File: src/rtl/frc_pkg.sv
// Shared types and constants for the firmware record checker.
// No dependencies.
package frc_pkg;

  localparam logic [1:0] CFG_UPLOAD = 2'd0;
  localparam logic [1:0] CFG_LENGTH = 2'd1;
  localparam logic [1:0] CFG_RAM    = 2'd2;

  localparam logic REQ_START = 1'b0;
  localparam logic REQ_BYTE  = 1'b1;

  localparam logic KIND_WRITE  = 1'b0;
  localparam logic KIND_STATUS = 1'b1;

  typedef enum logic [1:0] {
    ST_OK      = 2'd0,
    ST_INVALID = 2'd1,
    ST_WRAP    = 2'd2,
    ST_BIG     = 2'd3
  } status_e;

  typedef enum logic [1:0] {
    PH_OFFSET = 2'd0,
    PH_COUNT  = 2'd1,
    PH_DATA   = 2'd2
  } phase_e;

  typedef struct packed {
    logic        upload;
    logic [31:0] length;
    logic [32:0] ram;
  } cfg_t;

  typedef struct packed {
    logic        kind;
    logic [31:0] addr;
    logic [31:0] data;
    status_e     status;
    logic        last;
  } result_t;

  typedef struct packed {
    logic    push0;
    logic    push1;
    result_t res0;
    result_t res1;
  } push_t;

endpackage

File: src/rtl/frc_parser.sv
// Input register, record parser state and header checks; emits results.
// Depends on frc_pkg.
module frc_parser (
  input  logic           clk_i,
  input  logic           rst_ni,
  input  logic           in_valid_i,
  output logic           in_ready_o,
  input  logic           req_type_i,
  input  logic [7:0]     byte_value_i,
  input  frc_pkg::cfg_t  cfg_i,
  input  logic           room_i,
  output frc_pkg::push_t push_o
);

  logic               s1_valid_q, s1_valid_d;
  logic               s1_type_q;
  logic [7:0]         s1_byte_q;
  logic               advance;

  logic               active_q, active_d;
  frc_pkg::phase_e    phase_q, phase_d;
  logic [1:0]         bif_q, bif_d;
  logic [31:0]        pos_q, pos_d;
  logic [31:0]        off_q, off_d;
  logic [31:0]        wl_q, wl_d;
  logic [31:0]        aw_q, aw_d;

  logic [31:0]        aw_new, pos_n;
  logic [32:0]        rem_n;
  logic [33:0]        span;
  frc_pkg::status_e   hdr_st, end_st;
  logic               wr, fail, fin;
  frc_pkg::result_t   wr_res, st_res;

  assign advance    = s1_valid_q && room_i;
  assign in_ready_o = !s1_valid_q || advance;

  always_comb begin
    s1_valid_d = s1_valid_q;
    if (in_valid_i && in_ready_o) begin
      s1_valid_d = 1'b1;
    end else if (advance) begin
      s1_valid_d = 1'b0;
    end
  end

  // byte assembly and header checks
  // rem_n[32] set: length now below the stream position, remaining counts as unbounded
  assign aw_new = (bif_q == 2'd0) ? {24'd0, s1_byte_q}
                                  : aw_q | ({24'd0, s1_byte_q} << {bif_q, 3'b000});
  assign pos_n  = pos_q + 32'd1;
  assign rem_n  = {1'b0, cfg_i.length} - {1'b0, pos_n};
  assign span   = {2'b00, off_q} + {aw_new, 2'b00};

  always_comb begin
    if ((!rem_n[32] && aw_new > {2'b00, rem_n[31:2]}) || off_q[1:0] != 2'b00) begin
      hdr_st = frc_pkg::ST_INVALID;
    end else if (span[33:32] != 2'b00) begin
      hdr_st = frc_pkg::ST_WRAP;
    end else if (span > {1'b0, cfg_i.ram}) begin
      hdr_st = frc_pkg::ST_BIG;
    end else begin
      hdr_st = frc_pkg::ST_OK;
    end
  end

  always_comb begin
    active_d = active_q;
    phase_d  = phase_q;
    bif_d    = bif_q;
    pos_d    = pos_q;
    off_d    = off_q;
    wl_d     = wl_q;
    aw_d     = aw_q;
    wr       = 1'b0;
    fail     = 1'b0;
    fin      = 1'b0;
    end_st   = frc_pkg::ST_OK;
    if (advance) begin
      if (s1_type_q == frc_pkg::REQ_START) begin
        active_d = (cfg_i.length != 32'd0);
        phase_d  = frc_pkg::PH_OFFSET;
        bif_d    = 2'd0;
        pos_d    = '0;
        off_d    = '0;
        wl_d     = '0;
        aw_d     = '0;
        fin      = (cfg_i.length == 32'd0);
        end_st   = frc_pkg::ST_INVALID;
      end else if (active_q) begin
        aw_d  = aw_new;
        bif_d = bif_q + 2'd1;
        pos_d = pos_n;
        if (bif_q == 2'd3) begin
          case (phase_q)
            frc_pkg::PH_OFFSET: begin
              off_d   = aw_new;
              phase_d = frc_pkg::PH_COUNT;
            end
            frc_pkg::PH_COUNT: begin
              wl_d = aw_new;
              if (hdr_st != frc_pkg::ST_OK) begin
                fail = 1'b1;
              end else begin
                phase_d = (aw_new == 32'd0) ? frc_pkg::PH_OFFSET : frc_pkg::PH_DATA;
              end
            end
            frc_pkg::PH_DATA: begin
              wr    = cfg_i.upload;
              off_d = off_q + 32'd4;
              wl_d  = wl_q - 32'd1;
              if (wl_q == 32'd1) begin
                phase_d = frc_pkg::PH_OFFSET;
              end
            end
            default: ;
          endcase
        end
        if (fail) begin
          active_d = 1'b0;
          fin      = 1'b1;
          end_st   = hdr_st;
        end else if (pos_n == cfg_i.length) begin
          active_d = 1'b0;
          fin      = 1'b1;
          end_st   = (phase_d == frc_pkg::PH_OFFSET && bif_d == 2'd0) ? frc_pkg::ST_OK
                                                                      : frc_pkg::ST_INVALID;
        end
      end
    end
  end

  always_comb begin
    wr_res        = '0;
    wr_res.kind   = frc_pkg::KIND_WRITE;
    wr_res.addr   = off_q;
    wr_res.data   = aw_new;
    wr_res.status = frc_pkg::ST_OK;
    wr_res.last   = !fin;
    st_res        = '0;
    st_res.kind   = frc_pkg::KIND_STATUS;
    st_res.status = end_st;
    st_res.last   = 1'b1;
    push_o        = '0;
    push_o.push0  = wr || fin;
    push_o.push1  = wr && fin;
    push_o.res0   = wr ? wr_res : st_res;
    push_o.res1   = st_res;
  end

  always_ff @(posedge clk_i) begin
    if (in_valid_i && in_ready_o) begin
      s1_type_q <= req_type_i;
      s1_byte_q <= byte_value_i;
    end
  end

  always_ff @(posedge clk_i or negedge rst_ni) begin
    if (!rst_ni) begin
      s1_valid_q <= 1'b0;
      active_q   <= 1'b0;
      phase_q    <= frc_pkg::PH_OFFSET;
      bif_q      <= '0;
      pos_q      <= '0;
      off_q      <= '0;
      wl_q       <= '0;
      aw_q       <= '0;
    end else begin
      s1_valid_q <= s1_valid_d;
      active_q   <= active_d;
      phase_q    <= phase_d;
      bif_q      <= bif_d;
      pos_q      <= pos_d;
      off_q      <= off_d;
      wl_q       <= wl_d;
      aw_q       <= aw_d;
    end
  end

endmodule

File: config.mk
export PLATFORM = sky130hd
export DESIGN_NAME = frc_parser
export DESIGN_NICKNAME = d
export VERILOG_FILES = /design/src/rtl/frc_pkg.sv /design/src/rtl/frc_parser.sv
export SDC_FILE = /design/constraint.sdc
export NUM_CORES = 1
export LEC_CHECK = 0
export ABC_AREA = 1
export BUFFER_PORTS_ARGS = -buffer_cell sky130_fd_sc_hd__buf_2
export CELL_PAD_IN_SITES_DETAIL_PLACEMENT = 1
export CELL_PAD_IN_SITES_GLOBAL_PLACEMENT = 2
export CORE_ASPECT_RATIO = 0.75
export CORE_UTILIZATION = 30
export CTS_BUF_LIST = sky130_fd_sc_hd__clkbuf_4 sky130_fd_sc_hd__clkbuf_8 sky130_fd_sc_hd__clkbuf_16
export CTS_CLUSTER_SIZE = 10
export DETAILED_ROUTE_END_ITERATION = 6
export PLACE_DENSITY_LB_ADDON = 0.15
export SLEW_MARGIN = 20
export SYNTH_ARGS = -nofsm -noshare
export SYNTH_HDL_FRONTEND = slang
export SYNTH_SLANG_ARGS = --single-unit
File: constraint.sdc
create_clock -name clk_i -period 6.1 [get_ports clk_i]
set_clock_uncertainty 0.05 [all_clocks]
set_input_delay 0.915 -clock clk_i [delete_from_list [all_inputs] [get_ports clk_i]]
set_output_delay 0.915 -clock clk_i [all_outputs]
set_load 0.01 [all_outputs]
==> key figures <==
Worst setup path
  – R2R cell count: 45
  – Worst path bufs/invs: 5
  – Worst R2R Start: pos_q[1]$_DFFE_PN0P_
  – CP endpoint kind: output port
  – WS Path Type: reg -> out
  – Levels on crit path: 37
  – Critical path arrival: 5840 ps
  – CP Max Fanout: 3
  – CP top delay family: simple AND/OR/NAND/NOR gates
  – FF-to-FF End: active_q$_DFFE_PN0P_
  – Most used cell, CP: nand2_2
  – Startpoint types: flip-flop
  – Slowest CP cell: dfrtp_1
  – Worst R2R Setup Slack: -590 ps
  – Largest stage delay, worst path: 370 ps
  – Req. time, crit path: 5130 ps

Synth
  – Multiplexer area fraction after synthesis: 0%
  – Seq cells post-synth: 143
  – Synth top area share: 24.1%
  – Synth Area in Simple Gates: 24.1%
  – Synth cell types: 61
  – Synth Area in Adders: 12.1%
  – Mapped Cells: 1946
  – Largest family of logic cells by synthesized area: simple AND/OR/NAND/NOR gates
  – Dominant synthesized flop cell: dfrtp_1
  – Synth warnings: 0
  – Post-synthesis xor/xnor area fraction: 5.73%
  – Leading area contributor after synthesis: dfrtp_1
  – Syn_area_per_cell: 7.14 µm²
  – Synthesized area: 13900 µm²
  – Synth Area in Compound Gates: 19.0%
  – Seq/Total Area, Yosys: 26.1%
  – Largest cells by area after synthesis: dfrtp_1 24%, ha_1 12%, nand2_1 8.3%, inv_1 7.5%, nor2_1 5.6%
  – FFs w/ async S/R, synth: 93.7%
  – EDFF count, synth: 9

Cells and area
  – Sequential Area: 3620 µm²
  – Synthesis-to-layout area growth: 29.9%
  – Multi-input logic area: 9170 µm²
  – Number of diodes: 0
  – Share of layout cells above drive strength 1: 27.1%
  – Most common cell after layout, fill and taps aside: nand2_1
  – Most frequent cells in the layout: 290 x nand2_1, 265 x inv_1, 256 x buf_4, 196 x nor2_1, 149 x buf_2
  – Nets: 2545
  – Fillcell total: 5674

Timing
  – Final period util: 112%
  – Worst hold margin: 292 ps
  – Setup-failing EPs final: 8
  – Fin crit period: 6810 ps
  – Fin. max-slew vios: 0
  – Final setup TNS: -5000 ps
  – Slew @ Worst Pin: 862 ps
  – Achievable frequency: 0.147 GHz
  – Slew HR: 42.0%
  – Final hold viol count: 0
  – Final worst slack: -708 ps
  – RSZ-0062 raised after global routing: true

Run
  – Maxcap violations: 0

Floorplan
  – Vert. Die Dim: 188 µm
  – Chip Width: 251 µm
  – Starting Density: 30.8%
  – IO Count: 218
  – Die area: 47200 µm²
  – Row Count: 67
  – Total core area: 45200 µm²

Placement
  – Placer Congestion: 0.897
  – Port buffer count: 151
  – Final HPWL from detailed placement: 49.9 mm

Power
  – Worst IR drop on VDD: 0.188 mV
  – Tot Pwr: 4.52 mW
  – P per Cell Area: 251 nW/µm²
  – Lkg Pwr: 8.96 nW

Run status
  – Outcome: finished with violations
  – Failing checks: setup timing

Global route
  – Met1 Resource Use GR: 38.7%
  – Initial antenna violation count: 0
  – Total gr overflow: 0
  – Busiest grt layer: met2
  – Total GRT Usage: 26.0%
  – GR Util met2: 39.2%
  – Met3 Resource Use GR: 4.35%
  – First-pass GRT wire length: 93.2 mm
  – Vias in the first global route: 15328
  – Largest net degree at the start of global routing: 65

CTS
  – Clock tree from TritonCTS: yes
  – CTS clk-pin slew, worst paths: 80 ps
  – CTS sink cnt: 143
  – TritonCTS Buffers: 17
  – Clock tree buffer depth: 2
  – Root Buffer: clkbuf_16
  – H-tree depth: 4
  – Clk_lat worst skew: 460 ps

Detailed routing
  – DR vias: 15069
  – Drc violations: 0
  – Post-DRT Antenna Nets: 0
  – Final wirelength: 62.2 mm
  – DRT Pass-1 Iters: 7
  – Vias/cell: 5.14
  – Drt first-iter violations: 897
  – WL per Instance: 21.2 µm

Min path
  – Worst min path class: in -> async
-- cell usage after synthesis (all sizes together), types with 28 or more instances --
cell    number
nor2       227
inv        293
ha         133
a21oi      140
nand4       36
o22ai       61
buf         80
dfrtp      134
o21ai      134
xor2        63
o32ai       32
clkbuf      34
nand2      317
nor3        38
xnor2       28
nand3       86
-- layer usage --
metal | vias to the layer above | wire length, µm
met5 | - | 0
met4 | 0 | 863
met3 | 42 | 3490
met2 | 381 | 26700
met1 | 7442 | 31100
li1 | 7204 | -
-- final cells by class --
class                      count  share of cell area (%)
inverter                     294                    6.18
clock inverter                13                   0.839
tap                          586                    4.06
clock buffer                  19                    2.44
multi-input combinational   1459                    50.8
timing repair buffer         417                    15.6
sequential                   143                    20.1
-- power by group --
part	total [mW]	internal (mW)	switching (mW)	leakage, nW
combinational	2.22	0.855	1.36	6.76
clock	1.14	0.621	0.516	0.284
sequential	1.17	1.06	0.110	1.91
total	4.52	2.53	1.99	8.96
-- worst max-delay path by stage --
stage | start | endpoint | slack (ps)
after global placement | bif_q[1]$_DFFE_PN0P_ | push_o[69] | -520
after detailed placement | bif_q[0]$_DFFE_PN0P_ | push_o[69] | -530
after CTS | pos_q[2]$_DFFE_PN0P_ | push_o[69] | -570
final | pos_q[1]$_DFFE_PN0P_ | push_o[69] | -710
after floorplan | bif_q[1]$_DFFE_PN0P_ | push_o[69] | 30
after global routing | pos_q[0]$_DFFE_PN0P_ | push_o[69] | -1160
-- cell families after synthesis --
| logic type | after synthesis |
|---|---|
| xor+xnor | 91 |
| flops | 143 |
| buf+inv | 408 |
| simple gates | 735 |
| fa+ha+maj | 134 |
| compound gates | 433 |
| other cells | 2 |
-- through the flow --
stage / instance area (µm²) / setup slack (ps) / std cells / util (%)
finish: 18000 / -708 / 2931 / 39.9
global placement: 16700 / -519 / 2866 / 37.0
CTS: 17800 / -566 / 2923 / 39.4
floorplan: 14100 / 31.1 / 2010 / -
detailed placement: 16700 / -529 / 2866 / 37.0
global route: 18000 / -1160 / 2931 / 39.9
-- state kept, by name, indices dropped and copies added, names as in the netlist --
name and count:
pos_q 32, active_q 1, s1_byte_q 8, s1_type_q 1
bif_q 2, phase_q 2, aw_q 32, wl_q 32
s1_valid_q 1, off_q 32
-- timing repair --
action | in CTS | in global routing
hold buffers | 0 | 0
pin swaps | 23 | 44
endpoints found under the setup margin | 7 | 8
hold endpoints to repair | 0 | 0
setup buffers | 26 | 13
resized for setup | 76 | 52
-- worst reg2reg max path: cells and delay by family, from the launching register on --
family,cells,cell delay (ps)
AOI/OAI and AO/OA,3,520
xor gates and xnor gates,2,340
adders and majority gates,3,860
buffers and inverters,18,2120
DFF,1,370
and+or+nand+nor,19,2270
Note: power is estimated with default switching activity, not from simulation.
